[src/design/bpc_pkg.sv]
// Shared constants, calibration and pipeline types for the pressure compensation block.
package bpc_pkg;

	localparam int NumStages = 9;

	localparam int AddrW = 5;
	localparam int DataW = 32;
	localparam int CalW  = 16;

	localparam logic [2:0] RegPressSens = 3'd0;
	localparam logic [2:0] RegPressOff  = 3'd1;
	localparam logic [2:0] RegSensTc    = 3'd2;
	localparam logic [2:0] RegOffTc     = 3'd3;
	localparam logic [2:0] RegRefTemp   = 3'd4;
	localparam logic [2:0] RegTempCoeff = 3'd5;

	localparam int RawW   = 24;
	localparam int DtW    = 25;
	localparam int ProdW  = 42;
	localparam int DtSqW  = 50;
	localparam int AW     = 18;
	localparam int BW     = 19;
	localparam int T2W    = 17;
	localparam int OffW   = 35;
	localparam int SensW  = 34;
	localparam int SqW    = 35;
	localparam int Off2W  = 38;
	localparam int Sens2W = 37;
	localparam int OffCW  = 39;
	localparam int SensCW = 38;
	localparam int TempW  = 16;
	localparam int PressW = 18;

	localparam int ShiftTemp  = 23;
	localparam int ShiftT2    = 31;
	localparam int ShiftOff   = 7;
	localparam int ShiftSens  = 8;
	localparam int ShiftPress = 21;
	localparam int ShiftFinal = 15;
	localparam int SensSplit  = 19;

	localparam logic signed [AW-1:0] ColdLimit   = -18'sd3500;
	localparam logic signed [BW-1:0] ColdOffset  = 19'sd3500;
	localparam logic signed [19:0]   TempRef     = 20'sd2000;

	typedef logic [NumStages-1:0] stage_vec_t;

	typedef struct packed {
		logic [CalW-1:0] pressure_sensitivity;
		logic [CalW-1:0] pressure_offset;
		logic [CalW-1:0] sensitivity_temp_coeff;
		logic [CalW-1:0] offset_temp_coeff;
		logic [CalW-1:0] reference_temperature;
		logic [CalW-1:0] temperature_coeff;
	} cal_t;

	// first-order terms, leaving the front section
	typedef struct packed {
		logic [RawW-1:0]         d1;
		logic signed [AW-1:0]    a;
		logic signed [BW-1:0]    b;
		logic                    cold;
		logic                    very_cold;
		logic [T2W-1:0]          t2;
		logic signed [OffW-1:0]  off;
		logic signed [SensW-1:0] sens;
	} lin_t;

	// corrected terms, leaving the correction section
	typedef struct packed {
		logic [RawW-1:0]          d1;
		logic signed [TempW-1:0]  temp;
		logic signed [OffCW-1:0]  off_c;
		logic signed [SensCW-1:0] sens_c;
	} corr_t;

endpackage

[src/design/bpc_ctrl.sv]
// Valid bits and per-stage load enables of the compensation pipeline.
module bpc_ctrl (
	input  logic                clk,
	input  logic                arst_n,
	input  logic                sample_valid,
	input  logic                result_stall,
	output bpc_pkg::stage_vec_t en,
	output logic                sample_stall,
	output logic                result_valid
);
	import bpc_pkg::*;

	stage_vec_t vld_q;
	stage_vec_t vld_in;

	// a stage loads when it is empty or the one after it moves on
	always_comb begin
		en[NumStages-1] = !vld_q[NumStages-1] || !result_stall;
		for (int k = NumStages - 2; k >= 0; k--) begin
			en[k] = !vld_q[k] || en[k+1];
		end
	end

	assign vld_in = {vld_q[NumStages-2:0], sample_valid};

	always_ff @(posedge clk or negedge arst_n) begin
		if (!arst_n) begin
			vld_q <= '0;
		end else begin
			for (int k = 0; k < NumStages; k++) begin
				if (en[k]) vld_q[k] <= vld_in[k];
			end
		end
	end

	assign sample_stall = !en[0];
	assign result_valid = vld_q[NumStages-1];

endmodule

[config.mk]
export PLATFORM = sky130hd
export DESIGN_NAME = bpc_ctrl
export DESIGN_NICKNAME = d
export VERILOG_FILES = /design/src/design/bpc_pkg.sv /design/src/design/bpc_ctrl.sv
export SDC_FILE = /design/constraint.sdc
export NUM_CORES = 1
export LEC_CHECK = 0
export BUFFER_PORTS_ARGS = -buffer_cell sky130_fd_sc_hd__buf_2
export CAP_MARGIN = 10
export CORE_AREA = 2 2 39 41
export CTS_BUF_LIST = sky130_fd_sc_hd__clkbuf_8 sky130_fd_sc_hd__clkbuf_16
export DETAILED_ROUTE_END_ITERATION = 7
export DIE_AREA = 0 0 41 43
export PLACE_DENSITY = 0.61
export REMOVE_ABC_BUFFERS = 1
export SLEW_MARGIN = 20
export SYNTH_ARGS = -nofsm -noshare
export SYNTH_HDL_FRONTEND = slang
export SYNTH_SLANG_ARGS = --single-unit
[constraint.sdc]
create_clock -name clk -period 2.34 [get_ports clk]
set_input_delay 0.234 -clock clk [delete_from_list [all_inputs] [get_ports clk]]
set_output_delay 0.234 -clock clk [all_outputs]
set_load 0.01 [all_outputs]
Yosys cells after proc, flatten, opt, wreduce, memory -nomap -nowiden
Index checks and enable logic that the tools add are counted.
- bits of input ports: 4
- memory bits (read-only): 0
- RAM bits: 0
- latch bits: 0
- memories kept: 0
- register bits: 9
- bitwise gates (word level): 0
- shift operators: 0
- multiplexer cells: 0
- divide/modulo/power cells: 0
- reductions and logical operators: 20
- add/sub/neg operators: 0
- order comparisons: 0
- equality and inequality tests: 0
- $mul: 0
- operators by type and width (cell ; count):
    $logic_not 1->1 ; 11
    $logic_or 1x1->1 ; 9

Longest topological paths before layout
- depth in word-level cells: 11
- gate-level depth with buffers: 3
- depth with buffers taken out: 3

Least setup slack after synthesis
OpenSTA, ideal clock, no wires.
- path kind: flip-flop to output port
- start point: reg vld_q[8]
- end point: out en[3]
- cell stages (with the launch flop): 4
- path buffers: 1
- data required time: 2.106 ns
- setup slack: 1.127 ns
- arrival time: 0.979 ns
- cells stage by stage: dfrtp_1 -> and4_1 -> buf_4 -> nand4_1
- cells in the longest elaborated chain, start to end: 7
- ends and longest elaborated chain (what ; RTL line ; text):
    start: declaration ; bpc_ctrl.sv:13 ; stage_vec_t vld_q;
    start signal: indexed assignment ; bpc_ctrl.sv:31 ; if (en[k]) vld_q[k] <= vld_in[k];
    $logic_not 1->1 ; bpc_ctrl.sv:18 ; en[NumStages-1] = !vld_q[NumStages-1] || !result_stall;
    $logic_or 1x1->1 ; bpc_ctrl.sv:18 ;
    $logic_or 1x1->1 (5 in series) ; bpc_ctrl.sv:20 ; en[k] = !vld_q[k] || en[k+1];
    end: declaration ; bpc_ctrl.sv:7 ; output bpc_pkg::stage_vec_t en,
Every way passes these cells.

Worst setup path in the final report
- start point: reg vld_q[8]
- end point: out sample_stall
- cells in the longest elaborated chain, start to end: 11
- ends and longest elaborated chain (what ; RTL line ; text):
    $logic_not 1->1 ; bpc_ctrl.sv:18 ;
    $logic_or 1x1->1 ; bpc_ctrl.sv:18 ;
    $logic_or 1x1->1 (8 in series) ; bpc_ctrl.sv:20 ;
    $logic_not 1->1 ; bpc_ctrl.sv:36 ; assign sample_stall = !en[0];
    end: declaration ; bpc_ctrl.sv:8 ; output logic sample_stall,
Every way passes these cells.

==> reports/metrics.yaml <==
timing:
  final.min_clock_period_ps: 1658
  clock_skew_ps: 2.088
  setup-tns-final_ps: 0
  maxSlewViolCount: 0
  setup_viol_count_final: 0
  finalCritPeriodShare_pct: 70.84
  rsz0062_at_grt: "false"
  holdWs_ps: 194.3
  worstMarginPinSlew_ps: 423.0
  hold_viol: 0
  fmaxAchievable_mhz: 603.3
  relSlewSlack_pct: 71.80
global_route:
  met1_usage_pct: 11.67
  grt_pass1_wl_um: 986
  grt_busiest_layer: "met1"
  grt_pass1_vias: 243
  grtUsageTotal_pct: 8.731
  met2_usage_pct: 10.00
  antenna_found_initial: 0
  grt-ovfl-total: 0
  grt_max_degree: 15
  met3_usage_pct: 3.665
detailed_routing:
  final_antenna_net_count: 0
  drc: 0
  drtIter0Drc: 6
  routed_wl_um: 649
  wire_per_inst_um: 9.985
  viasPerCell: 4.800
  num_vias: 312
  dr.pass1.iters: 4
pwr:
  combPwrFrac_pct: 22.0
  swShare_pct: 29.12
  powerDensity_nw_per_um2: 952.6
  power.sequential.fraction_pct: 43.3
  switchingPower_w: 0.0001416
  max-vdd-ir-drop_v: 0.0002863
  leakagePower_nw: 0.2326
  internal_power_w: 0.0003447
  pwr-share-clk_pct: 34.6
synthesis:
  syn_inst: 32
  synth_xor_xnor_area_share_pct: 0
  yosys.area_share.adder_pct: 0
  synth_compound_area_share_pct: 13.82
  synth_top_area_cell: "dfrtp_1"
  post-synth-top-area-fraction_pct: 59.21
  synth_top_family_by_area: "simple AND/OR/NAND/NOR gates"
  synth_warnings: 0
  syn_area_um2: 380.4
  ys_types: 11
  yosys.area_share.simple_pct: 22.04
  yosys_register_bits: 9
  seq_area_frac_synth_pct: 59.21
  synthTopCellsByArea: "dfrtp_1 (59%), and4_1 (6.9%), a41o_1 (5.3%)"
  syn_area_per_cell_um2: 11.89
  synth.area.mux_share_pct: 0
layout:
  max_flop_register: "vld_q"
  finalNetCount: 54
  syn_to_final_growth_pct: 34.21
  layout_common_cells: "buf_2 (14), dfrtp_1 (9)"
  final_common_cell: "buf_2"
  drive_above_1_share_pct: 34.69
  antenna_cells: 0
  largest_register_ffs: 9
  reg_top3: "vld_q: 9 flops"
critical_path:
  cp_cell_sequence: "and4_1 -> and4_1 -> buf_2"
  cp_slowest_cell: "and4_1"
  crit-reg2reg-launch: "vld_q[7]"
  rr_worst_depth: 2
  rrSetupSlack_ps: 1220
  critical-path-top-delay-family: "simple AND/OR/NAND/NOR gates"
  regToRegEndpoint: "vld_q[3]"
  crit_path_end_kind: "primary output"
  cp.required_ps: 2110
  cpPeakStageDelay_ps: 470
  arrival_ps: 1420
  cp_max_fo: 14
  path_class: "flip-flop to primary output"
  path_common_cell: "and4_1"
  cp_num_buf_inv: 1
  critPathLaunchType: "flip-flop"
clock_network:
  clkTransAtPathRegs_ps: 40
  clk_latency_ps: 230
  htreeDepth: 1
  root_buffer: "clkbuf_8"
  cts_buffers: 3
  cts_tree: "built"
  cts_sinks: 9
  post_cts_buffers: 0
  clock_path_buffers: 2
floorplanning:
  start_util_pct: 27.49
  core_um2: 1384
  die_h_um: 43
  ios: 15
  std_cell_rows: 14
  die_width_um: 41
  die-area_um2: 1763
flow_run:
  drv_cap: 0
hold_path:
  min_to: "vld_q[0]"
  min_delay_path_depth: 2
  holdCritPathClass: "input pin to flip-flop"
  hp-start: "sample_valid"
placement:
  gp_congestion: 0.6563
  io_buffer_count: 14
  dp_hpwl_um: 465.6
outcome:
  outcome: "complete, no violations"
-- synth_stat cells (all sizes together) --
cell / n
a31o: 2
nand4: 2
nand2: 3
inv: 1
nand2b: 3
dfrtp: 9
and4: 3
a21o: 2
a41o: 2
nand3: 3
buf: 2
-- area by class of cell --
type | instances | area (um^2)
clock inverters | 1 | 3.754
multi-input cells | 20 | 136.4
clock buffers | 3 | 41.29
inverters | 1 | 3.754
fillers | 138 | 873.3
flip-flops and latches | 9 | 225.2
well taps | 16 | 20.02
repair buffers | 15 | 80.08
-- power groups by stage --
stage          combinational (W)  sequential (W)  clock (W)
6_report                0.000107        0.000211   0.000168
5_1_grt                 0.000121        0.000215   0.000185
4_1_cts                 0.000109        0.000211   0.000176
3_5_place_dp            0.000107        0.000213          0
3_3_place_gp            0.000106        0.000213          0
2_1_floorplan          0.0000685        0.000207          0
-- kinds of logic (layout without fill, tap and decap cells) --
family                 after synthesis  in the layout
AO/OA/AOI/OAI                        6              6
buffers and inverters                3             20
AND/OR/NAND/NOR                     14             14
flip-flops                           9              9
-- routing by layer --
layer  wire length, um  vias to the layer above
li1                  -                      154
met1               307                      141
met2               249                       17
met3                92                        0
met4                 0                        0
met5                 0                        -
-- stage by stage --
step           cell area, um^2  power (W)  setup slack [ps]  std cells  utilization (%)
3_5_place_dp             455.4  0.0003199             913.5         60            32.91
2_1_floorplan            365.4  0.0002760              1015         30                -
4_1_cts                  510.5  0.0004959             649.8         65            36.89
5_1_grt                  510.5  0.0005215             555.1         65            36.89
6_report                 510.5  0.0004863             682.4         65            36.89
3_3_place_gp             455.4  0.0003191             926.5         60            32.91
-- worst max path at each step --
stage,startpoint,to,cells past startpoint
3_3_place_gp,vld_q[8],sample_stall,3
6_report,vld_q[8],sample_stall,3
2_1_floorplan,vld_q[8],sample_stall,2
5_1_grt,vld_q[8],sample_stall,3
3_5_place_dp,vld_q[8],sample_stall,3
4_1_cts,vld_q[8],sample_stall,3
-- worst register-to-register path: stages, from the launching register on --
cell and delay, ps:
dfrtp_1 370, and4_1 350, a41o_1 290
-- what timing repair did --
action | 4_1_cts | 5_1_grt
hold buffers | 1 | 0
endpoints found under the hold margin | 9 | 0
resized for setup | 0 | 0
(Power assumes the default switching activity.)
