--- src/design/bpc_pkg.sv ---
// Shared constants, calibration and pipeline types for the pressure compensation block.
package bpc_pkg;

	localparam int NumStages = 9;

	localparam int AddrW = 5;
	localparam int DataW = 32;
	localparam int CalW  = 16;

	localparam logic [2:0] RegPressSens = 3'd0;
	localparam logic [2:0] RegPressOff  = 3'd1;
	localparam logic [2:0] RegSensTc    = 3'd2;
	localparam logic [2:0] RegOffTc     = 3'd3;
	localparam logic [2:0] RegRefTemp   = 3'd4;
	localparam logic [2:0] RegTempCoeff = 3'd5;

	localparam int RawW   = 24;
	localparam int DtW    = 25;
	localparam int ProdW  = 42;
	localparam int DtSqW  = 50;
	localparam int AW     = 18;
	localparam int BW     = 19;
	localparam int T2W    = 17;
	localparam int OffW   = 35;
	localparam int SensW  = 34;
	localparam int SqW    = 35;
	localparam int Off2W  = 38;
	localparam int Sens2W = 37;
	localparam int OffCW  = 39;
	localparam int SensCW = 38;
	localparam int TempW  = 16;
	localparam int PressW = 18;

	localparam int ShiftTemp  = 23;
	localparam int ShiftT2    = 31;
	localparam int ShiftOff   = 7;
	localparam int ShiftSens  = 8;
	localparam int ShiftPress = 21;
	localparam int ShiftFinal = 15;
	localparam int SensSplit  = 19;

	localparam logic signed [AW-1:0] ColdLimit   = -18'sd3500;
	localparam logic signed [BW-1:0] ColdOffset  = 19'sd3500;
	localparam logic signed [19:0]   TempRef     = 20'sd2000;

	typedef logic [NumStages-1:0] stage_vec_t;

	typedef struct packed {
		logic [CalW-1:0] pressure_sensitivity;
		logic [CalW-1:0] pressure_offset;
		logic [CalW-1:0] sensitivity_temp_coeff;
		logic [CalW-1:0] offset_temp_coeff;
		logic [CalW-1:0] reference_temperature;
		logic [CalW-1:0] temperature_coeff;
	} cal_t;

	// first-order terms, leaving the front section
	typedef struct packed {
		logic [RawW-1:0]         d1;
		logic signed [AW-1:0]    a;
		logic signed [BW-1:0]    b;
		logic                    cold;
		logic                    very_cold;
		logic [T2W-1:0]          t2;
		logic signed [OffW-1:0]  off;
		logic signed [SensW-1:0] sens;
	} lin_t;

	// corrected terms, leaving the correction section
	typedef struct packed {
		logic [RawW-1:0]          d1;
		logic signed [TempW-1:0]  temp;
		logic signed [OffCW-1:0]  off_c;
		logic signed [SensCW-1:0] sens_c;
	} corr_t;

endpackage

--- src/design/bpc_press.sv ---
// Stages 7-9: split pressure product, offset subtraction and output clamping.
module bpc_press (
	input  logic                            clk,
	input  logic [2:0]                      en,
	input  bpc_pkg::corr_t                  corr,
	output logic signed [bpc_pkg::TempW-1:0] temperature_centideg,
	output logic [bpc_pkg::PressW-1:0]       pressure_centimbar
);
	import bpc_pkg::*;

	localparam int HiW  = SensCW - SensSplit;
	localparam int PlW  = RawW + SensSplit;
	localparam int PhW  = RawW + 1 + HiW;
	localparam int SumW = PhW + SensSplit;
	localparam int PscW = SumW - ShiftPress;
	localparam int DifW = PscW + 1;
	localparam int PqW  = DifW - ShiftFinal;

	// stage 7
	logic [PlW-1:0]          pplo_s7;
	logic signed [PhW-1:0]   pphi_s7;
	logic signed [OffCW-1:0] off_s7;
	logic signed [TempW-1:0] temp_s7;
	// stage 8
	logic signed [PscW-1:0]  psc_s8;
	logic signed [OffCW-1:0] off_s8;
	logic signed [TempW-1:0] temp_s8;
	// stage 9
	logic [PressW-1:0]       press_s9;
	logic signed [TempW-1:0] temp_s9;

	logic signed [SumW-1:0]  sum_c;
	logic signed [DifW-1:0]  dif_c;
	logic signed [PqW-1:0]   pq_c;
	logic [PressW-1:0]       press_c;

	// d1 * sens as two partial products over the low and high halves of sens
	always_ff @(posedge clk) begin
		if (en[0]) begin
			pplo_s7 <= corr.d1 * corr.sens_c[SensSplit-1:0];
			pphi_s7 <= $signed({1'b0, corr.d1}) * $signed(corr.sens_c[SensCW-1:SensSplit]);
			off_s7  <= corr.off_c;
			temp_s7 <= corr.temp;
		end
	end

	assign sum_c = $signed({pphi_s7, {SensSplit{1'b0}}})
		+ $signed({{(SumW-PlW){1'b0}}, pplo_s7});

	always_ff @(posedge clk) begin
		if (en[1]) begin
			psc_s8  <= sum_c[SumW-1:ShiftPress];
			off_s8  <= off_s7;
			temp_s8 <= temp_s7;
		end
	end

	assign dif_c = $signed({psc_s8[PscW-1], psc_s8})
		- $signed({{(DifW-OffCW){off_s8[OffCW-1]}}, off_s8});
	assign pq_c  = dif_c[DifW-1:ShiftFinal];

	always_comb begin
		if (pq_c[PqW-1]) begin
			press_c = '0;
		end else if (|pq_c[PqW-2:PressW]) begin
			press_c = '1;
		end else begin
			press_c = pq_c[PressW-1:0];
		end
	end

	always_ff @(posedge clk) begin
		if (en[2]) begin
			press_s9 <= press_c;
			temp_s9  <= temp_s8;
		end
	end

	assign temperature_centideg = temp_s9;
	assign pressure_centimbar   = press_s9;

endmodule

--- config.mk ---
export PLATFORM = sky130hd
export DESIGN_NAME = bpc_press
export DESIGN_NICKNAME = d
export VERILOG_FILES = /design/src/design/bpc_pkg.sv /design/src/design/bpc_press.sv
export SDC_FILE = /design/constraint.sdc
export NUM_CORES = 2
export LEC_CHECK = 0
export ABC_AREA = 1
export BUFFER_PORTS_ARGS = -buffer_cell sky130_fd_sc_hd__buf_2
export CAP_MARGIN = 20
export CORE_UTILIZATION = 45
export CTS_CLUSTER_SIZE = 8
export DETAILED_ROUTE_END_ITERATION = 6
export GPL_TIMING_DRIVEN = 0
export PLACE_DENSITY = 0.64
export SLEW_MARGIN = 0
export SYNTH_ARGS = -nofsm -noshare
export SYNTH_HDL_FRONTEND = slang
export SYNTH_SLANG_ARGS = --single-unit
--- constraint.sdc ---
create_clock -name clk -period 16.1 [get_ports clk]
set_input_delay 0.805 -clock clk [delete_from_list [all_inputs] [get_ports clk]]
set_output_delay 0.805 -clock clk [all_outputs]
set_load 0.005 [all_outputs]
Word level (Yosys, flattened, before mapping). Index checks and enable logic that the tools add are counted.

Register bits: 273. Bits of input ports: 121.

$add $sub $neg: 2. Multipliers: 2. Mux-type cells: 1. Reductions and logical operators: 1.

Operators with widths (count): adder 63 x 44 -> 63 bit (1); multiplier 25 x 19 -> 44 bit (1); multiplier 24 x 19 -> 43 bit (1); subtractor 42 x 39 -> 43 bit (1); two-way mux 18 bit (1); OR reduction 9 bit (1).

Depth between registers and ports, before layout.
Depth after elaboration: 3. Depth in mapped cells: 29.

Worst setup path after synthesis. No wires, ideal clock.

Path kind: input to register. From: input corr[100] in the netlist's numbering. To: register pphi_s7[31] (data pin). Library setup time: 0.130 ns. Data arrival time: 6.499 ns. Data required time: 15.970 ns. Path slack: 9.471 ns. Stages on the path: 25. Path through: clkbuf_1 clkbuf_1 nand2_1 fa_1 inv_1 fa_1 inv_1 fa_1 inv_1 fa_1 fa_1 fa_1 fa_1 ha_1 nand2_1 nor2_1 inv_1 nor3_1 a21oi_1 o21ai_0 nand2_1 inv_1 nor2_1 or2_2 nand2_1.

Longest elaborated chain between the ends: 1.

Ends and longest elaborated chain: from (decl) (RTL line bpc_press.sv:5) `input bpc_pkg::corr_t corr,`; multiplier 25 x 19 -> 44 bit (RTL line bpc_press.sv:41) `pphi_s7 <= $signed({1'b0, corr.d1}) * $signed(corr.sens_c[SensCW-1:SensSplit]);`; to (signal assigned) (RTL line bpc_press.sv:41); to (decl) (RTL line bpc_press.sv:21) `logic signed [PhW-1:0] pphi_s7;`.

No other way between the ends. A chain may end at the register's enable or synchronous reset.

Worst setup path after layout.
From: input corr[101] in the netlist's numbering. To: register pphi_s7[36] (data pin).

Same word-level chain as after synthesis.

==> results_dict.tcl <==
set metrics [dict create \
    outcome "finished, violations left" \
    violations "DRC" \
    nets 6657 \
    synth_common_cells "1459 x inv_1, 1398 x nand2_1, 745 x fa_1, 360 x ha_1, 254 x edfxtp_1" \
    synthToLayoutAreaGrowth_pct 7.65 \
    grt_use_met3_pct 5.56 \
    dp_hpwl_um 112000 \
    antenna_found_initial 5 \
    remaining_drc_errors 3 \
    wl_per_cell_um 20.0 \
    finalSetupTns_ps 0 \
    vias 34300 \
    antenna_left 0 \
    synthFlopType "edfxtp_1" \
    finalNonFillerCells 6699 \
    drt-total-wl_um 134000 \
    dp_cells 6655 \
    yosys_warnings 0 \
    multi_input_area_mm2 0.0296 \
    finalCritPeriodShare_pct 49.4 \
    start_kind "input port" \
    critPathRequiredTime_ps 16460 \
    num_rows 113 \
    busiest_layer "met2" \
    antenna_cells 0 \
    yosysMostFrequentCell "inv_1" \
    grt.met2_usage_pct 45.5 \
    path_clk_slew_ps 50 \
    cts_sinks 254 \
    grt_pass1_wl_um 206000 \
    relSlewSlack_pct 17.7 \
    cts_buffers 37 \
    path_max_fanout 10 \
    viasPerCell 5.11 \
    syn_avg_cell_area_um2 8.25 \
    initial_utilization_pct 45.5 \
    place_congestion 0.987 \
    crit_arrival_ps 8310 \
    finalSetupViolCount 0 \
    hp-class "reg2reg" \
    grt-ovfl-total 0 \
    num_io_pins 155 \
    syn_nets 6484 \
    layout-drive-gt1-share_pct 4.40 \
    met1_usage_pct 36.8 \
    cp-end-kind "flop" \
    grt_pass1_vias 35600 \
    seqCellArea_mm2 0.00763 \
    grt_use_total_pct 28.0 \
    worst_pin_slew_ps 1230 \
    fin_skew_ps 32.5 \
    clock_latency_ps 540 \
    grt_max_degree 88 \
    fin_crit_ps 7950 \
    first_pass_iters 7 \
    die_h_um 312 \
    synth.distinct_cells 49 \
    clk_path_buf_depth 3 \
    drt_iter0_drc 2888 \
    synth_top_cell_area_share_pct 34.4 \
    cts-hold-fix-buffers 0 \
    clock.fmax_ghz 0.126 \
    die_area_mm2 0.0976 \
    cts_tree "yes" \
    cts-root-buf "clkbuf_16" \
    crit_type "in2reg" \
    cts-resized-gates 0 \
    maxCapViolCount 0 \
    final_hold_viol_count 0 \
    yosys.area.top_type "fa_1" \
    fillCellCount 9359 \
    synth_edf_count 254 \
    synth_area_leaders "fa_1 34%, edfxtp_1 18%, inv_1 13%" \
    slew_viol_final 0 \
    synth_seq_cells 254 \
    fp.coreArea_mm2 0.0953 \
    synthArstFlopShare_pct 0 \
    die_w_um 312 \
    netlist_area_mm2 0.0434 \
    rsz0062_at_grt "false" \
    io_buffers 130 \
    yosysSeqAreaShare_pct 17.6 \
    syn_inst 5258 \
    htreeDepth 2 \
    post_cts_buffers 0 \
]
-- stage by stage --
step	instance area [µm²]	setup slack, ps	util (%)	hold slack [ps]
global placement	45600	7770	47.8	400
CTS	46700	8350	49.0	412
finish	46700	8150	49.0	412
detailed placement	45700	7810	47.9	405
global route	46700	7990	49.0	420
floorplan	43400	9470	-	400
-- cell type report --
| class | count | share of cell area (%) |
|---|---|---|
| repair buffers | 134 | 1.58 |
| clock inverters | 3 | 0.134 |
| plain buffers | 175 | 1.46 |
| multi-input cells | 3367 | 63.3 |
| inverters | 1462 | 11.8 |
| clock buffers | 39 | 2.00 |
| well taps | 1265 | 3.39 |
| flip-flops and latches | 254 | 16.3 |
-- logic make-up (layout without fill, tap and decap cells) --
family | Yosys count | count (layout) | synth area share [%]
AO/OA/AOI/OAI | 340 | 340 | 4.49
XOR/XNOR | 120 | 120 | 2.47
adder cells (fa/ha/maj) | 1105 | 1105 | 44.8
buffers and inverters | 1637 | 1813 | 14.2
flip-flops | 254 | 254 | 17.6
AND/OR/NAND/NOR | 1802 | 1802 | 16.4
-- flip-flops by register name (all words and copies together) (netlist names) --
signal / cells
temp_s8: 16
pressure_centimbar: 18
temp_s7: 16
psc_s8: 42
off_s7: 39
pphi_s7: 44
pplo_s7: 24
off_s8: 39
temperature_centideg: 16
-- worst max-delay path, cell delays in order --
cell	delay, ps
clkbuf_1	780
buf_1	890
nand2_1	190
fa_1	590
inv_1	60
fa_1	490
fa_1	580
fa_1	440
fa_1	460
fa_1	550
fa_1	440
ha_1	380
nand2_1	100
nor2_1	110
inv_1	50
nor2_1	130
inv_1	80
o21ai_0	490
a21oi_1	190
o21ai_0	250
xor2_1	230
-- routing by layer --
layer	vias to the layer above	routed length, µm	part of all wire [%]
met2	1456	60800	45
met3	265	13000	9.7
met4	6	5880	4.4
li1	15700	-	-
met5	-	38	0.028
met1	16800	54400	41
-- cells in the final DEF, fill, tap and decap left out, types with 12 or more instances in the layout --
master | synthesis | routed
xnor2_1 | 41 | 41
nor2_1 | 242 | 242
nor4_1 | 12 | 12
buf_1 | 37 | 37
a21oi_1 | 171 | 171
nand4_1 | 14 | 14
o21bai_1 | 14 | 14
nand3_1 | 69 | 69
o21a_1 | 12 | 12
o21ai_0 | 69 | 69
xor2_1 | 78 | 78
ha_1 | 360 | 360
edfxtp_1 | 254 | 254
nor3_1 | 17 | 17
a31oi_1 | 30 | 30
clkbuf_1 | 134 | 136
nand2_1 | 1398 | 1398
fa_1 | 745 | 745
buf_2 | 2 | 130
clkbuf_16 | 0 | 37
inv_1 | 1459 | 1459
-- path summary, 6_finish.rpt --
check                                     startpoint                                    to  slack, ps  cells after the start
worst max-delay path                       corr[101]                 pphi_s7[36]$_DFFE_PP_       8150                     21
worst min-delay path             off_s7[6]$_DFFE_PP_                   off_s8[6]$_DFFE_PP_        410                      0
worst max register to register  psc_s8[21]$_DFFE_PP_  pressure_centimbar[16]$_SDFFCE_PP0P_      13180                     16
worst min register to register   off_s7[6]$_DFFE_PP_                   off_s8[6]$_DFFE_PP_        410                      0
Power is left out: the tool's default activity adds up to more than one toggle a clock period on the data nets, which glitch-free logic cannot reach.
