==> src/design/bpc_pkg.sv <==
// Shared constants, calibration and pipeline types for the pressure compensation block.
package bpc_pkg;

	localparam int NumStages = 9;

	localparam int AddrW = 5;
	localparam int DataW = 32;
	localparam int CalW  = 16;

	localparam logic [2:0] RegPressSens = 3'd0;
	localparam logic [2:0] RegPressOff  = 3'd1;
	localparam logic [2:0] RegSensTc    = 3'd2;
	localparam logic [2:0] RegOffTc     = 3'd3;
	localparam logic [2:0] RegRefTemp   = 3'd4;
	localparam logic [2:0] RegTempCoeff = 3'd5;

	localparam int RawW   = 24;
	localparam int DtW    = 25;
	localparam int ProdW  = 42;
	localparam int DtSqW  = 50;
	localparam int AW     = 18;
	localparam int BW     = 19;
	localparam int T2W    = 17;
	localparam int OffW   = 35;
	localparam int SensW  = 34;
	localparam int SqW    = 35;
	localparam int Off2W  = 38;
	localparam int Sens2W = 37;
	localparam int OffCW  = 39;
	localparam int SensCW = 38;
	localparam int TempW  = 16;
	localparam int PressW = 18;

	localparam int ShiftTemp  = 23;
	localparam int ShiftT2    = 31;
	localparam int ShiftOff   = 7;
	localparam int ShiftSens  = 8;
	localparam int ShiftPress = 21;
	localparam int ShiftFinal = 15;
	localparam int SensSplit  = 19;

	localparam logic signed [AW-1:0] ColdLimit   = -18'sd3500;
	localparam logic signed [BW-1:0] ColdOffset  = 19'sd3500;
	localparam logic signed [19:0]   TempRef     = 20'sd2000;

	typedef logic [NumStages-1:0] stage_vec_t;

	typedef struct packed {
		logic [CalW-1:0] pressure_sensitivity;
		logic [CalW-1:0] pressure_offset;
		logic [CalW-1:0] sensitivity_temp_coeff;
		logic [CalW-1:0] offset_temp_coeff;
		logic [CalW-1:0] reference_temperature;
		logic [CalW-1:0] temperature_coeff;
	} cal_t;

	// first-order terms, leaving the front section
	typedef struct packed {
		logic [RawW-1:0]         d1;
		logic signed [AW-1:0]    a;
		logic signed [BW-1:0]    b;
		logic                    cold;
		logic                    very_cold;
		logic [T2W-1:0]          t2;
		logic signed [OffW-1:0]  off;
		logic signed [SensW-1:0] sens;
	} lin_t;

	// corrected terms, leaving the correction section
	typedef struct packed {
		logic [RawW-1:0]          d1;
		logic signed [TempW-1:0]  temp;
		logic signed [OffCW-1:0]  off_c;
		logic signed [SensCW-1:0] sens_c;
	} corr_t;

endpackage

==> src/design/bpc_lin.sv <==
// Stages 1-3: temperature difference, the four products and first-order terms.
module bpc_lin (
	input  logic                           clk,
	input  logic [2:0]                     en,
	input  bpc_pkg::cal_t                  cal,
	input  logic [bpc_pkg::RawW-1:0]       raw_pressure,
	input  logic [bpc_pkg::RawW-1:0]       raw_temperature,
	output bpc_pkg::lin_t                  lin
);
	import bpc_pkg::*;

	// stage 1
	logic [RawW-1:0]         d1_s1;
	logic signed [DtW-1:0]   dt_s1;
	// stage 2
	logic [RawW-1:0]         d1_s2;
	logic signed [ProdW-1:0] tmul_s2;
	logic signed [ProdW-1:0] omul_s2;
	logic signed [ProdW-1:0] smul_s2;
	logic signed [DtSqW-1:0] dtsq_s2;
	// stage 3
	lin_t                    lin_s3;

	logic signed [AW-1:0]    a_c;
	logic signed [OffW-1:0]  off_base;
	logic signed [SensW-1:0] sens_base;

	always_ff @(posedge clk) begin
		if (en[0]) begin
			d1_s1 <= raw_pressure;
			dt_s1 <= $signed({1'b0, raw_temperature})
				- $signed({1'b0, cal.reference_temperature, 8'b0});
		end
	end

	always_ff @(posedge clk) begin
		if (en[1]) begin
			d1_s2   <= d1_s1;
			tmul_s2 <= dt_s1 * $signed({1'b0, cal.temperature_coeff});
			omul_s2 <= dt_s1 * $signed({1'b0, cal.offset_temp_coeff});
			smul_s2 <= dt_s1 * $signed({1'b0, cal.sensitivity_temp_coeff});
			dtsq_s2 <= dt_s1 * dt_s1;
		end
	end

	// a is TEMP - 2000 before the second-order term
	assign a_c       = tmul_s2[ShiftTemp+AW-1:ShiftTemp];
	assign off_base  = $signed({3'b0, cal.pressure_offset, 16'b0});
	assign sens_base = $signed({3'b0, cal.pressure_sensitivity, 15'b0});

	always_ff @(posedge clk) begin
		if (en[2]) begin
			lin_s3.d1        <= d1_s2;
			lin_s3.a         <= a_c;
			lin_s3.b         <= $signed({a_c[AW-1], a_c}) + ColdOffset;
			lin_s3.cold      <= a_c[AW-1];
			lin_s3.very_cold <= a_c < ColdLimit;
			lin_s3.t2        <= dtsq_s2[ShiftT2+T2W-1:ShiftT2];
			lin_s3.off       <= off_base + $signed(omul_s2[ProdW-1:ShiftOff]);
			lin_s3.sens      <= sens_base + $signed(smul_s2[ProdW-1:ShiftSens]);
		end
	end

	assign lin = lin_s3;

endmodule

==> config.mk <==
export PLATFORM = sky130hd
export DESIGN_NAME = bpc_lin
export DESIGN_NICKNAME = d
export VERILOG_FILES = /design/src/design/bpc_pkg.sv /design/src/design/bpc_lin.sv
export SDC_FILE = /design/constraint.sdc
export NUM_CORES = 2
export LEC_CHECK = 0
export BUFFER_PORTS_ARGS = -buffer_cell sky130_fd_sc_hd__clkbuf_2
export CORE_UTILIZATION = 65
export CTS_BUF_LIST = sky130_fd_sc_hd__clkbuf_4
export CTS_CLUSTER_DIAMETER = 40
export CTS_CLUSTER_SIZE = 30
export DETAILED_ROUTE_END_ITERATION = 10
export GPL_ROUTABILITY_DRIVEN = 0
export HOLD_SLACK_MARGIN = 0.15
export PLACE_DENSITY_LB_ADDON = 0.08
export SYNTH_ARGS = -nofsm -noshare
export SYNTH_HDL_FRONTEND = slang
export SYNTH_SLANG_ARGS = --single-unit
export TNS_END_PERCENT = 5
==> constraint.sdc <==
create_clock -name clk -period 16.4 [get_ports clk]
set_input_delay 3.28 -clock clk [delete_from_list [all_inputs] [get_ports clk]]
set_output_delay 3.28 -clock clk [all_outputs]
set_load 0.01 [all_outputs]
======== Yosys cells after proc, flatten, opt, wreduce, memory -nomap -nowiden ========
Index checks and enable logic that the tools add are counted.
storage, ports and cells
  register bits after elaboration ......... 395
  bits in latches ......................... 0
  RAM bits ................................ 0
  ROM bits ................................ 0
  bits of input ports ..................... 148
  output and inout bits ................... 149
  logic and storage cells ................. 24
  memories kept ........................... 0
cells by class
  add/sub/neg operators ................... 4
  multipliers ............................. 4
  divide/modulo/power cells ............... 0
  order comparisons ....................... 1
  eq/ne operators ......................... 0
  shift operators ......................... 0
  mux-type cells .......................... 0
  bitwise logic cells ..................... 0
  reduce and logical (&&, ||, !) cells .... 0
operator list
  kind                                                  count
  multiplier 25 x 17 -> 42 bit                          2
  multiplier 25 x 25 -> 48 bit                          1
  multiplier 25 x 17 -> 41 bit                          1
  adder 33 x 35 -> 35 bit                               1
  adder 32 x 34 -> 34 bit                               1
  subtractor 24 x 24 -> 25 bit                          1
  adder 18 x 13 -> 19 bit, second input constant        1
  < comparator 18 x 13 -> 1 bit, second input constant  1

======== Longest topological paths before layout ========
  word-level depth ........................ 1
  depth in mapped cells ................... 29
  depth with buffers taken out ............ 27

======== Worst setup path before layout ========
Ideal clock, no wire load.
  path type ............................... in2reg
  from .................................... input port cal[53] (netlist name)
  to ...................................... register smul_s2[41] (data pin)
  arrival time ............................ 9.129 ns
  required time ........................... 16.138 ns
  path slack .............................. 7.009 ns
  stages on the path ...................... 25
  buffers on the path ..................... 2
  path through ............................ clkbuf_1 -> clkbuf_1 -> nand2_1 -> fa_1 -> inv_1 -> fa_1 -> inv_1 -> fa_1 -> inv_1 -> fa_1 -> inv_1 -> fa_1 -> inv_1 -> fa_1 -> ha_1 -> a21o_1 -> a211oi_2 -> o21ai_2 -> a21oi_2 -> a21bo_4 -> o311ai_4 -> o21ai_2 -> a21o_1 -> a221oi_2 -> xnor2_1
on the way
  longest elaborated chain between the ends .. 1
RTL lines
  what                          RTL line       source
  start: declaration            bpc_lin.sv:5   input bpc_pkg::cal_t cal,
  multiplier 25 x 17 -> 42 bit  bpc_lin.sv:41  smul_s2 <= dt_s1 * $signed({1'b0, cal.sensitivity_temp_coeff});
  end signal: assignment        bpc_lin.sv:41
  end: declaration              bpc_lin.sv:19  logic signed [ProdW-1:0] smul_s2;
No other way between the ends.
A chain may end at the register's enable or synchronous reset.

======== Worst setup path after layout ========
  from .................................... register dt_s1[3]
  to ...................................... register dtsq_s2[47] (data pin)
on the way
  longest elaborated chain between the ends .. 1
RTL lines
  what                          RTL line       source
  start: declaration            bpc_lin.sv:14  logic signed [DtW-1:0] dt_s1;
  start signal: assignment      bpc_lin.sv:31  dt_s1 <= $signed({1'b0, raw_temperature})
  multiplier 25 x 25 -> 48 bit  bpc_lin.sv:42  dtsq_s2 <= dt_s1 * dt_s1;
  end signal: assignment        bpc_lin.sv:42
  end: declaration              bpc_lin.sv:20  logic signed [DtSqW-1:0] dtsq_s2;
No other way between the ends.

==> impl_metrics.yaml <==
sta:
  clock.fmax_ghz: 0.1102
  finalHoldViolCount: 0
  setup_ws_ns: 7.325
  grt_setup_unrepaired: "no"
  relSlewSlack_pct: 27.75
  finClkSkew_ns: 0.05780
  maxSlewViolCount: 0
  period_share_pct: 55.33
  setup-tns-final_ns: 0
  setup_viol: 0
  tightest_slew_ns: 1.084
  fin_crit_ns: 9.075
floorplanning:
  core_region_area_mm2: 0.1110
  die_h_um: 336.9
  rows: 122
  top_level_ports: 297
  die_area_mm2: 0.1135
  die_w_um: 336.9
  initial_core_util_pct: 65.68
clock_network:
  cts_setup_buffers: 0
  clock_path_buffers: 3
  cts_htree_levels: 2
  cts_buffers: 50
  path_clk_slew_ns: 0.12
  post_cts_resized: 0
  postCtsHoldBufs: 0
  insertion_delay_ns: 0.98
  cts.sinks: 323
  cts_tree: "yes"
  root_buffer: "clkbuf_4"
detailed_routing:
  routedWlPerCell_um: 18.88
  via_count: 48260
  drt-initial-drc-count: 2780
  wl_um: 168800
  dr.pass1.iters: 7
  drcViolationCount: 0
  antenna_left: 0
  via_per_inst: 5.400
cells_and_area:
  post-route-util_pct: 68.86
  final_cell_mix: "1983 x inv_1, 1755 x fa_1, 939 x nand2_1"
  fin_nets: 9797
  syn_to_final_growth_pct: 4.844
  mostFrequentLayoutCell: "inv_1"
  fill_cells: 8716
  final_cells: 8938
  drive_gt1_share_pct: 6.319
logic_synthesis:
  async_flop_share_pct: 0
  yosysWarnings: 0
  synth_edf_count: 323
  synth_ff_type: "edfxtp_1"
  syn_area_mm2: 0.07289
  synth_cell_types: 75
  avgSynthCellArea_um2: 9.977
  ys_seq_elements: 323
  synth_cells: 7306
  synth_seq_area_share_pct: 13.31
  synthesis.nets: 9705
setup_path:
  setup.worst_path.start_class: "flop"
  crit_path_max_fanout: 48
  path_cells: "buf_4 > buf_4 > and2_1 > fa_1 > fa_1 > inv_1 > fa_1 > inv_1 > fa_1 > fa_1 > fa_1 > fa_1 > ha_1 > nand4_1 > nor3_1 > nor3b_1 > a32oi_1 > a2111oi_2 > o21a_1 > o21a_1 > nor2_1 > xnor2_1"
  crit_slowest_cell: "fa_1"
  end_kind: "flop"
  critPathMaxStageDelay_ns: 0.80
  worst-endpoint-required_ns: 17.10
  crit_top_cell: "fa_1"
  worstSetupPathType: "reg2reg"
  cp.arrival_ns: 9.77
run_status:
  status: "completed"
placement:
  placed_cells: 8834
  place.port_buffers: 296
  dp_hpwl_um: 132500
  pre_cts_slack_ns: 6.456
global_routing:
  grt_overflow: 0
  antenna_found_initial: 15
  grt_first_pass_wirelength_um: 279800
  grt.busiest_layer: "met2"
  use_met2_pct: 54.48
  grt_util_all_layers_pct: 31.94
  grt_use_met3_pct: 5.487
  grt_pass1_vias: 54080
  grt_max_degree: 73
  grtUsageMet1_pct: 41.52
worst_hold_path:
  hp-class: "reg2reg"
job:
  maxCapViolCount: 0
[cell usage after synthesis, drive strengths merged, types with 3 or more instances]
cell type	instances	area share [%]
nand2	939	4.8
clkbuf	306	1.6
a21oi	114	0.81
nor2	138	0.71
nand3	31	0.21
and3	12	0.10
ha	496	8.5
buf	4	0.036
or3	3	0.026
o21bai	9	0.093
a211o	7	0.084
inv	1983	10
a2111oi	5	0.094
nor2b	38	0.33
xor2	57	0.68
nor3b	4	0.041
nand2b	23	0.21
nand3b	3	0.031
fa	1755	48
a31oi	10	0.094
a31o	3	0.036
o2111ai	8	0.096
o311ai	5	0.094
o21a	29	0.30
nor4	4	0.034
and4	7	0.084
or2	4	0.034
a21o	63	0.65
a211oi	12	0.13
nand4	14	0.12
a21boi	13	0.13
nor3	31	0.21
xnor2	133	1.6
and2	613	5.3
a221oi	5	0.069
o211ai	4	0.041
edfxtp	323	13
a41oi	3	0.036
o31ai	4	0.041
o21ai	64	0.45
[layer usage]
layer  up-vias  routed length, um
li1      21430                  -
met1     24830              66840
met2      1661              83930
met3       340              12170
met4         6               5810
met5         -                 40
[through the flow]
stage	cell area, um^2	hold WS [ns]
after floorplan	72890	0.4003
after global placement	75490	0.4004
after detailed placement	75490	0.4045
after CTS	76390	0.4025
after global routing	76420	0.4209
final	76420	0.4132
[worst max-delay path, delay by kind of cell, from the launching register on]
kind | cells | cell delay (ns)
AO/OA/AOI/OAI | 4 | 1.25
AND/OR/NAND/NOR | 5 | 1.54
buffers and inverters | 4 | 1.25
flip-flops | 1 | 0.33
XOR/XNOR | 1 | 0.14
adder cells (fa/ha/maj) | 8 | 4.27
[sequential cells by signal (all words and copies together), names as in the netlist]
register and count:
d1_s1 24, d1_s2 24, dt_s1 25, dtsq_s2 17, lin 146, omul_s2 35
smul_s2 34, tmul_s2 18
[kinds of logic (layout without fill, tap and decap cells)]
| kind of cell | Yosys count | count (layout) | synth area share, % |
|---|---|---|---|
| fa+ha+maj | 2251 | 2251 | 56.72 |
| compound gates | 379 | 379 | 3.548 |
| buf+inv | 2293 | 2425 | 11.82 |
| simple gates | 1869 | 1869 | 12.31 |
| mux | 1 | 1 | 0.01373 |
| xor+xnor | 190 | 190 | 2.283 |
| other cells | 0 | 12 | 0 |
| flops | 323 | 323 | 13.31 |
[worst paths after layout]
check | from | end | slack [ns] | depth (start not counted)
max | dt_s1[3]$_DFFE_PP_ | dtsq_s2[47]$_DFFE_PP_ | 7.33 | 22
min | dtsq_s2[32]$_DFFE_PP_ | lin[70]$_DFFE_PP_ | 0.41 | 0
max reg2reg | dt_s1[3]$_DFFE_PP_ | dtsq_s2[47]$_DFFE_PP_ | 7.33 | 22
min reg2reg | dtsq_s2[32]$_DFFE_PP_ | lin[70]$_DFFE_PP_ | 0.41 | 0
[final cells by class]
class	instances	area, um^2	share of cell area [%]
clock buffers	52	390.4	0.5108
clock inverters	40	509.2	0.6664
inverters	1983	7443	9.740
repair buffers	350	1914	2.505
flip-flops and latches	323	9699	12.69
multi-input cells	4690	54570	71.41
well taps	1488	1862	2.436
diodes	12	30.03	0.03929
Power is left out: the tool's default activity adds up to more than one toggle a clock period on the data nets, which glitch-free logic cannot reach.
