`src/design/bpc_pkg.sv`:
```
// Shared constants, calibration and pipeline types for the pressure compensation block.
package bpc_pkg;

	localparam int NumStages = 9;

	localparam int AddrW = 5;
	localparam int DataW = 32;
	localparam int CalW  = 16;

	localparam logic [2:0] RegPressSens = 3'd0;
	localparam logic [2:0] RegPressOff  = 3'd1;
	localparam logic [2:0] RegSensTc    = 3'd2;
	localparam logic [2:0] RegOffTc     = 3'd3;
	localparam logic [2:0] RegRefTemp   = 3'd4;
	localparam logic [2:0] RegTempCoeff = 3'd5;

	localparam int RawW   = 24;
	localparam int DtW    = 25;
	localparam int ProdW  = 42;
	localparam int DtSqW  = 50;
	localparam int AW     = 18;
	localparam int BW     = 19;
	localparam int T2W    = 17;
	localparam int OffW   = 35;
	localparam int SensW  = 34;
	localparam int SqW    = 35;
	localparam int Off2W  = 38;
	localparam int Sens2W = 37;
	localparam int OffCW  = 39;
	localparam int SensCW = 38;
	localparam int TempW  = 16;
	localparam int PressW = 18;

	localparam int ShiftTemp  = 23;
	localparam int ShiftT2    = 31;
	localparam int ShiftOff   = 7;
	localparam int ShiftSens  = 8;
	localparam int ShiftPress = 21;
	localparam int ShiftFinal = 15;
	localparam int SensSplit  = 19;

	localparam logic signed [AW-1:0] ColdLimit   = -18'sd3500;
	localparam logic signed [BW-1:0] ColdOffset  = 19'sd3500;
	localparam logic signed [19:0]   TempRef     = 20'sd2000;

	typedef logic [NumStages-1:0] stage_vec_t;

	typedef struct packed {
		logic [CalW-1:0] pressure_sensitivity;
		logic [CalW-1:0] pressure_offset;
		logic [CalW-1:0] sensitivity_temp_coeff;
		logic [CalW-1:0] offset_temp_coeff;
		logic [CalW-1:0] reference_temperature;
		logic [CalW-1:0] temperature_coeff;
	} cal_t;

	// first-order terms, leaving the front section
	typedef struct packed {
		logic [RawW-1:0]         d1;
		logic signed [AW-1:0]    a;
		logic signed [BW-1:0]    b;
		logic                    cold;
		logic                    very_cold;
		logic [T2W-1:0]          t2;
		logic signed [OffW-1:0]  off;
		logic signed [SensW-1:0] sens;
	} lin_t;

	// corrected terms, leaving the correction section
	typedef struct packed {
		logic [RawW-1:0]          d1;
		logic signed [TempW-1:0]  temp;
		logic signed [OffCW-1:0]  off_c;
		logic signed [SensCW-1:0] sens_c;
	} corr_t;

endpackage

```
`src/design/bpc_corr.sv`:
```
// Stages 4-6: second-order correction of temperature, offset and sensitivity.
module bpc_corr (
	input  logic          clk,
	input  logic [2:0]    en,
	input  bpc_pkg::lin_t lin,
	output bpc_pkg::corr_t corr
);
	import bpc_pkg::*;

	// stage 4
	logic [RawW-1:0]         d1_s4;
	logic signed [AW-1:0]    a_s4;
	logic                    cold_s4;
	logic                    vcold_s4;
	logic [T2W-1:0]          t2_s4;
	logic signed [OffW-1:0]  off_s4;
	logic signed [SensW-1:0] sens_s4;
	logic [SqW-1:0]          asq_s4;
	logic [SqW-1:0]          bsq_s4;
	// stage 5
	logic [RawW-1:0]         d1_s5;
	logic signed [TempW-1:0] temp_s5;
	logic signed [OffW-1:0]  off_s5;
	logic signed [SensW-1:0] sens_s5;
	logic [Off2W-1:0]        off2_s5;
	logic [Sens2W-1:0]       sens2_s5;
	// stage 6
	corr_t                   corr_s6;

	logic signed [2*AW-1:0]  asq_full;
	logic signed [2*BW-1:0]  bsq_full;
	logic [36:0]             asq5;
	logic [37:0]             bsq7;
	logic [37:0]             bsq11;
	logic [Off2W-1:0]        off2_c;
	logic [Sens2W-1:0]       sens2_c;
	logic signed [19:0]      temp_full;
	logic signed [TempW-1:0] temp_sat;

	assign asq_full = lin.a * lin.a;
	assign bsq_full = lin.b * lin.b;

	always_ff @(posedge clk) begin
		if (en[0]) begin
			d1_s4    <= lin.d1;
			a_s4     <= lin.a;
			cold_s4  <= lin.cold;
			vcold_s4 <= lin.very_cold;
			t2_s4    <= lin.t2;
			off_s4   <= lin.off;
			sens_s4  <= lin.sens;
			asq_s4   <= asq_full[SqW-1:0];
			bsq_s4   <= bsq_full[SqW-1:0];
		end
	end

	assign asq5  = {asq_s4, 2'b00} + {2'b00, asq_s4};
	assign bsq7  = {bsq_s4, 3'b000} - {3'b000, bsq_s4};
	assign bsq11 = {bsq_s4, 3'b000} + {2'b00, bsq_s4, 1'b0} + {3'b000, bsq_s4};

	always_comb begin
		off2_c  = '0;
		sens2_c = '0;
		if (cold_s4) begin
			off2_c  = {2'b00, asq5[36:1]};
			sens2_c = {2'b00, asq5[36:2]};
		end
		if (vcold_s4) begin
			off2_c  = off2_c + bsq7;
			sens2_c = sens2_c + bsq11[Sens2W:1];
		end
	end

	assign temp_full = $signed({{2{a_s4[AW-1]}}, a_s4}) + TempRef
		- $signed({3'b000, (cold_s4 ? t2_s4 : {T2W{1'b0}})});

	always_comb begin
		if (temp_full < -20'sd32768) begin
			temp_sat = 16'sh8000;
		end else if (temp_full > 20'sd32767) begin
			temp_sat = 16'sh7fff;
		end else begin
			temp_sat = temp_full[TempW-1:0];
		end
	end

	always_ff @(posedge clk) begin
		if (en[1]) begin
			d1_s5    <= d1_s4;
			temp_s5  <= temp_sat;
			off_s5   <= off_s4;
			sens_s5  <= sens_s4;
			off2_s5  <= off2_c;
			sens2_s5 <= sens2_c;
		end
	end

	always_ff @(posedge clk) begin
		if (en[2]) begin
			corr_s6.d1     <= d1_s5;
			corr_s6.temp   <= temp_s5;
			corr_s6.off_c  <= $signed({{(OffCW-OffW){off_s5[OffW-1]}}, off_s5})
				- $signed({1'b0, off2_s5});
			corr_s6.sens_c <= $signed({{(SensCW-SensW){sens_s5[SensW-1]}}, sens_s5})
				- $signed({1'b0, sens2_s5});
		end
	end

	assign corr = corr_s6;

endmodule

```
`config.mk`:
```
export PLATFORM = sky130hd
export DESIGN_NAME = bpc_corr
export DESIGN_NICKNAME = d
export VERILOG_FILES = /design/src/design/bpc_pkg.sv /design/src/design/bpc_corr.sv
export SDC_FILE = /design/constraint.sdc
export NUM_CORES = 2
export LEC_CHECK = 0
export BUFFER_PORTS_ARGS = -buffer_cell sky130_fd_sc_hd__buf_2
export CORE_MARGIN = 8
export CORE_UTILIZATION = 55
export CTS_BUF_LIST = sky130_fd_sc_hd__clkbuf_8
export DETAILED_ROUTE_END_ITERATION = 10
export GPL_ROUTABILITY_DRIVEN = 0
export GPL_TIMING_DRIVEN = 0
export HOLD_SLACK_MARGIN = 0.05
export PLACE_DENSITY = 0.71
export SYNTH_ARGS = -nofsm -noshare
export SYNTH_HDL_FRONTEND = slang
export SYNTH_SLANG_ARGS = --single-unit
```
`constraint.sdc`:
```
create_clock -name clk -period 10.3 [get_ports clk]
set_input_delay 2.06 -clock clk [delete_from_list [all_inputs] [get_ports clk]]
set_output_delay 2.06 -clock clk [all_outputs]
set_load 0.02 [all_outputs]
```
Yosys cells after proc, flatten, opt, wreduce, memory -nomap -nowiden
Index checks and enable logic that the tools add are counted.
{"block": "classes", "n_addsub": 10, "multipliers": 2, "n_lt_le_gt_ge": 2, "muxes": 6}
{"cell": "subtractor 35 x 39 -> 39 bit", "count": 1}
{"cell": "adder 38 x 35 -> 38 bit", "count": 1}
{"cell": "adder 38 x 36 -> 38 bit", "count": 1}
{"cell": "adder 38 bit", "count": 1}
{"cell": "two-way mux 38 bit", "count": 1}
{"cell": "subtractor 34 x 38 -> 38 bit", "count": 1}
{"cell": "subtractor 38 x 35 -> 38 bit", "count": 1}
{"cell": "adder 37 x 35 -> 37 bit", "count": 1}
{"cell": "adder 37 bit", "count": 1}
{"cell": "two-way mux 37 bit", "count": 1}
{"cell": "two-way mux 36 bit", "count": 1}
{"cell": "multiplier 18 x 18 -> 35 bit", "count": 1}
{"cell": "multiplier 19 x 19 -> 35 bit", "count": 1}
{"cell": "two-way mux 35 bit", "count": 1}
{"cell": "> comparator 20 x 16 -> 1 bit (second input constant)", "count": 1}
{"cell": "less-than comparator 20 x 16 -> 1 bit (second input constant)", "count": 1}
{"cell": "subtractor 19 x 18 -> 20 bit", "count": 1}
{"cell": "adder 18 x 12 -> 19 bit (second input constant)", "count": 1}
{"cell": "two-way mux 17 bit", "count": 1}
{"cell": "two-way mux 16 bit", "count": 1}
{"block": "word_totals", "register_bits": 501, "in_bits": 153, "out_inout_bits": 117, "elab_cells": 39}

Depth between registers and ports, before layout
{"block": "depth", "word_depth": 4, "depth_mapped": 27, "ltp_nobuf": 25}

Worst setup path after synthesis
OpenSTA, ideal clock, no wires.
{"block": "synth_timing", "kind": "input to register", "startpoint": "in lin[90] (netlist name)", "endpoint": "reg bsq_s4[32] (data pin)", "setup_ps": 259, "t_arrival_ps": 8146, "path_slack_ps": 1895, "path_stages": 23, "path_buffers": 2, "cell_sequence": "clkbuf_1 -> clkbuf_1 -> nand2_1 -> fa_1 -> inv_1 -> fa_1 -> inv_1 -> fa_1 -> inv_1 -> fa_1 -> fa_1 -> fa_1 -> ha_1 -> ha_1 -> a2111oi_0 -> nand2_1 -> o21ai_1 -> o21ai_0 -> a21oi_1 -> o211ai_1 -> nand2b_1 -> a31oi_1 -> xnor2_1"}
{"block": "synth_between", "elab_chain_len": 1}
{"item": "start, declared", "line_no": "bpc_corr.sv:5", "rtl": "input bpc_pkg::lin_t lin,"}
{"item": "multiplier 19 x 19 -> 35 bit", "line_no": "bpc_corr.sv:41", "rtl": "assign bsq_full = lin.b * lin.b;"}
{"item": "named net bsq_full[32]", "line_no": "bpc_corr.sv:31", "rtl": "logic signed [2*BW-1:0] bsq_full;"}
{"item": "end signal, assigned", "line_no": "bpc_corr.sv:53", "rtl": "bsq_s4 <= bsq_full[SqW-1:0];"}
{"item": "end, declared", "line_no": "bpc_corr.sv:19", "rtl": "logic [SqW-1:0] bsq_s4;"}
The timed path passes the listed nets, and every way through them passes these cells.
A chain may end at the register's enable or synchronous reset.

Worst setup path after layout
{"block": "layout_timing", "startpoint": "in lin[94] (netlist name)", "endpoint": "reg bsq_s4[33] (data pin)"}
Same word-level chain as after synthesis.

==> reports/qor.csv <==
stage,metric,value,unit
outcome,status,completed,
synth,"EDFF count, synth",498,
synth,post-synth top area share,28.98,%
global_route,gr usage total,23.37,%
synth,Most used DFF post-synth,edfxtp_1,
synth,Netlist cell types,94,
global_route,initial antenna violation count,6,
floorplan,Die Area,103900,um^2
cts,Inserted Clock Buffers,85,
floorplan,row cnt,112,
global_route,largest net degree at the start of global routing,126,
final_layout,nets,6580,
critical_path,Buf/Inv on CP,6,
cts,# hold bufs at CTS,0,
floorplan,Initial Util,55.37,%
critical_path,CP max FO,10,
timing,fin crit share,97.05,%
critical_path,"Largest stage delay, worst path",0.81,ns
hold_path,Worst Hold Launch,off_s4[34],
drt,wl on met1,50050,um
timing,Max Fclk,0.1000,GHz
drt,Top Layer Used,met5,
critical_path,RR Endpoint,temp_s5[11],
timing,Slew Limit Fails,0,
critical_path,CP startpoint,lin[94],
timing,hold violation count in the final report,0,
final_layout,area delta synth->final,9.176,%
cts,Sink Count,498,
drt,vias,35638,
cts,post-cts sizing count,0,
timing,RSZ-0062 raised after global routing,false,
drt,vias per cell,5.384,
drt,WL met3,6709,um
drt,DR WL/cell,18.18,um
critical_path,cell count of the worst reg-to-reg path,19,
critical_path,cell mode on critical path,fa_1,
floorplan,Die Y,322.3,um
critical_path,CP arrival,10.34,ns
place,Port Buf Inserts,264,
cts,postcts setup bufs,0,
drt,drt total wl,120300,um
drt,met2 wire len,59700,um
cts,clock-pin slew on the worst setup and hold paths,0.06,ns
cts,H-tree Lvls,3,
critical_path,CP Launch Type,primary input,
cts,CTS tree,done,
critical_path,Worst path slowest cell,a311oi_1,
final_layout,"commonest non-fill, non-tap cells in the layout","inv_1 (1092), fa_1 (670), edfxtp_1 (498)",
timing,Max-slew headroom,6.432,%
place,Detailed Place HPWL,97680,um
synth,synthesized area,51590,um^2
synth,Gate Count Post-Synth,4934,
drt,initial DRC count,2314,
critical_path,critical path class,primary input to flop,
timing,Tightest Pin Transition,1.399,ns
cts,clock buffer depth,3,
final_layout,fillers,7717,
run,Max-Cap Viols,0,
floorplan,core outline area,93190,um^2
final_layout,utilization after layout,60.45,%
floorplan,I/O pin count,270,
critical_path,Reg2Reg Setup Slack,3.74,ns
synth,register area share after synthesis,28.98,%
synth,Mean Syn Cell Area,10.46,um^2
critical_path,Critical Path RT,10.64,ns
timing,min cycle time layout,9.996,ns
synth,ys async rst share,0,%
timing,Worst Skew,0.02397,ns
final_layout,ratio of cells with drive above 1 in the final layout,8.375,%
synth,Yosys reg bits,498,
critical_path,worst setup path end,bsq_s4[33],
critical_path,Crit path max-delay family,adder cells,
drt,DRC viols,0,
synth,"area leader, netlist",edfxtp_1,
critical_path,CP Cell Sequence,"buf_2, clkbuf_1, clkbuf_1, nand2_1, fa_1, fa_1, fa_1, inv_1, fa_1, inv_1, fa_1, inv_1, fa_1, ha_1, ha_1, a2111oi_0, o21a_1, o31ai_2, a311oi_1, o2bb2ai_1, o31a_1, a211o_1, nor3_1, a311oi_1",
drt,Pre-antenna DRT Iters,6,
critical_path,worst flop-to-flop path startpoint,cold_s4,
global_route,global-route wire length before repair,193400,um
global_route,total gr overflow,0,
synth,largest cells by area after synthesis,"edfxtp_1 (29%), fa_1 (26%), ha_1 (11%)",
critical_path,CP Depth,24,
drt,DRT antenna net count,0,
critical_path,Worst Setup End Kind,flop,
timing,setup TNS,0,ns
final_layout,"commonest non-fill, non-tap cell in the layout",inv_1,
timing,setup violators final,0,
global_route,vias in the first global route,37506,
cts,Clock Latency Late Sink,0.69,ns
floorplan,die width,322.3,um
synth,Synth warnings,0,
synth,syn nets,6225,
cts,CTS root buf,clkbuf_8,
hold_path,Worst Hold Class,flop to flop,
-- cell type report --
type / instances / area, um^2 / area share, %
inverters: 1075 / 4035 / 7.163
diodes: 4 / 10.01 / 0.01777
clock inverters: 74 / 528.0 / 0.9374
clock buffers: 85 / 1170 / 2.077
multi-input cells: 3259 / 32210 / 57.18
repair buffers: 268 / 1458 / 2.588
well taps: 1254 / 1569 / 2.785
flip-flops and latches: 498 / 14950 / 26.55
plain buffers: 102 / 395.4 / 0.7019
-- metrics by stage --
| step | instance area [um^2] | hold slack (ns) | std cells | setup WS [ns] |
|---|---|---|---|---|
| finish | 56330 | 0.4024 | 6619 | 0.3043 |
| global route | 56330 | 0.4137 | 6618 | 0.05334 |
| CTS | 56320 | 0.3970 | 6615 | 0.4619 |
| detailed placement | 54620 | 0.4045 | 6456 | -0.2860 |
| global placement | 54480 | 0.4000 | 6452 | -0.2069 |
| floorplan | 51590 | 0.4003 | 4934 | 1.895 |
-- per-layer routing --
| layer | vias to the layer above | GRT usage, % |
|---|---|---|
| met4 | 4 | 7.806 |
| met5 | - | 0 |
| li1 | 16846 | - |
| met1 | 17511 | 30.02 |
| met3 | 262 | 2.939 |
| met2 | 1015 | 40.96 |
-- worst register-to-register path, stage by stage, from the launching register on --
cell       delay (ns)
edfxtp_1         0.53
clkbuf_1         0.46
clkbuf_1         0.50
clkbuf_1         0.82
nand2_1          0.16
ha_1             0.34
ha_1             0.17
inv_1            0.05
fa_1             0.40
nor2b_1          0.14
o21a_1           0.14
o21ai_0          0.10
a21oi_1          0.37
a211oi_2         0.19
a21oi_2          0.28
nand2b_1         0.15
a2111oi_0        0.09
o32ai_1          1.13
buf_6            0.27
o21a_1           0.14
-- synthesized netlist by cell type, types with 22 or more instances --
master	count
o21a_1	55
o21ai_0	145
and2_1	142
inv_1	1075
nand2_1	378
nand3_1	48
xnor2_1	191
a21oi_1	233
nor2_1	186
o21bai_1	39
nor2b_1	37
a211oi_1	32
a31oi_1	22
and3_1	24
nand4_1	22
nand2b_1	52
xor2_1	95
clkbuf_1	92
fa_1	670
ha_1	468
o211ai_1	23
a21o_1	127
edfxtp_1	498
nor3_1	42
-- registers in the layout, indices dropped and copies added, names as in the netlist, 34 cells and up --
register,cells
off2_s5,38
sens_s5,34
sens_s4,34
off_s5,35
off_s4,35
sens2_s5,37
corr,117
bsq_s4,34
-- logic make-up after synthesis --
family / Yosys count / synth area share (%)
other cells: 1 / 0.007268
compound gates: 829 / 10.72
mux: 17 / 0.3444
buf+inv: 1177 / 8.587
fa+ha+maj: 1138 / 37.35
simple gates: 987 / 9.128
flops: 498 / 28.98
xor+xnor: 287 / 4.887
-- how the worst min path moves through the flow --
stage | to | slack (ns) | depth (start not counted)
floorplan | corr[100] | 0.40 | 0
global route | sens_s5[23] | 0.41 | 0
global placement | d1_s5[21] | 0.40 | 0
detailed placement | corr[111] | 0.40 | 0
CTS | off_s5[34] | 0.40 | 0
finish | off_s5[34] | 0.40 | 0
Power is left out: the tool's default activity adds up to more than one toggle a clock period on the data nets, which glitch-free logic cannot reach.
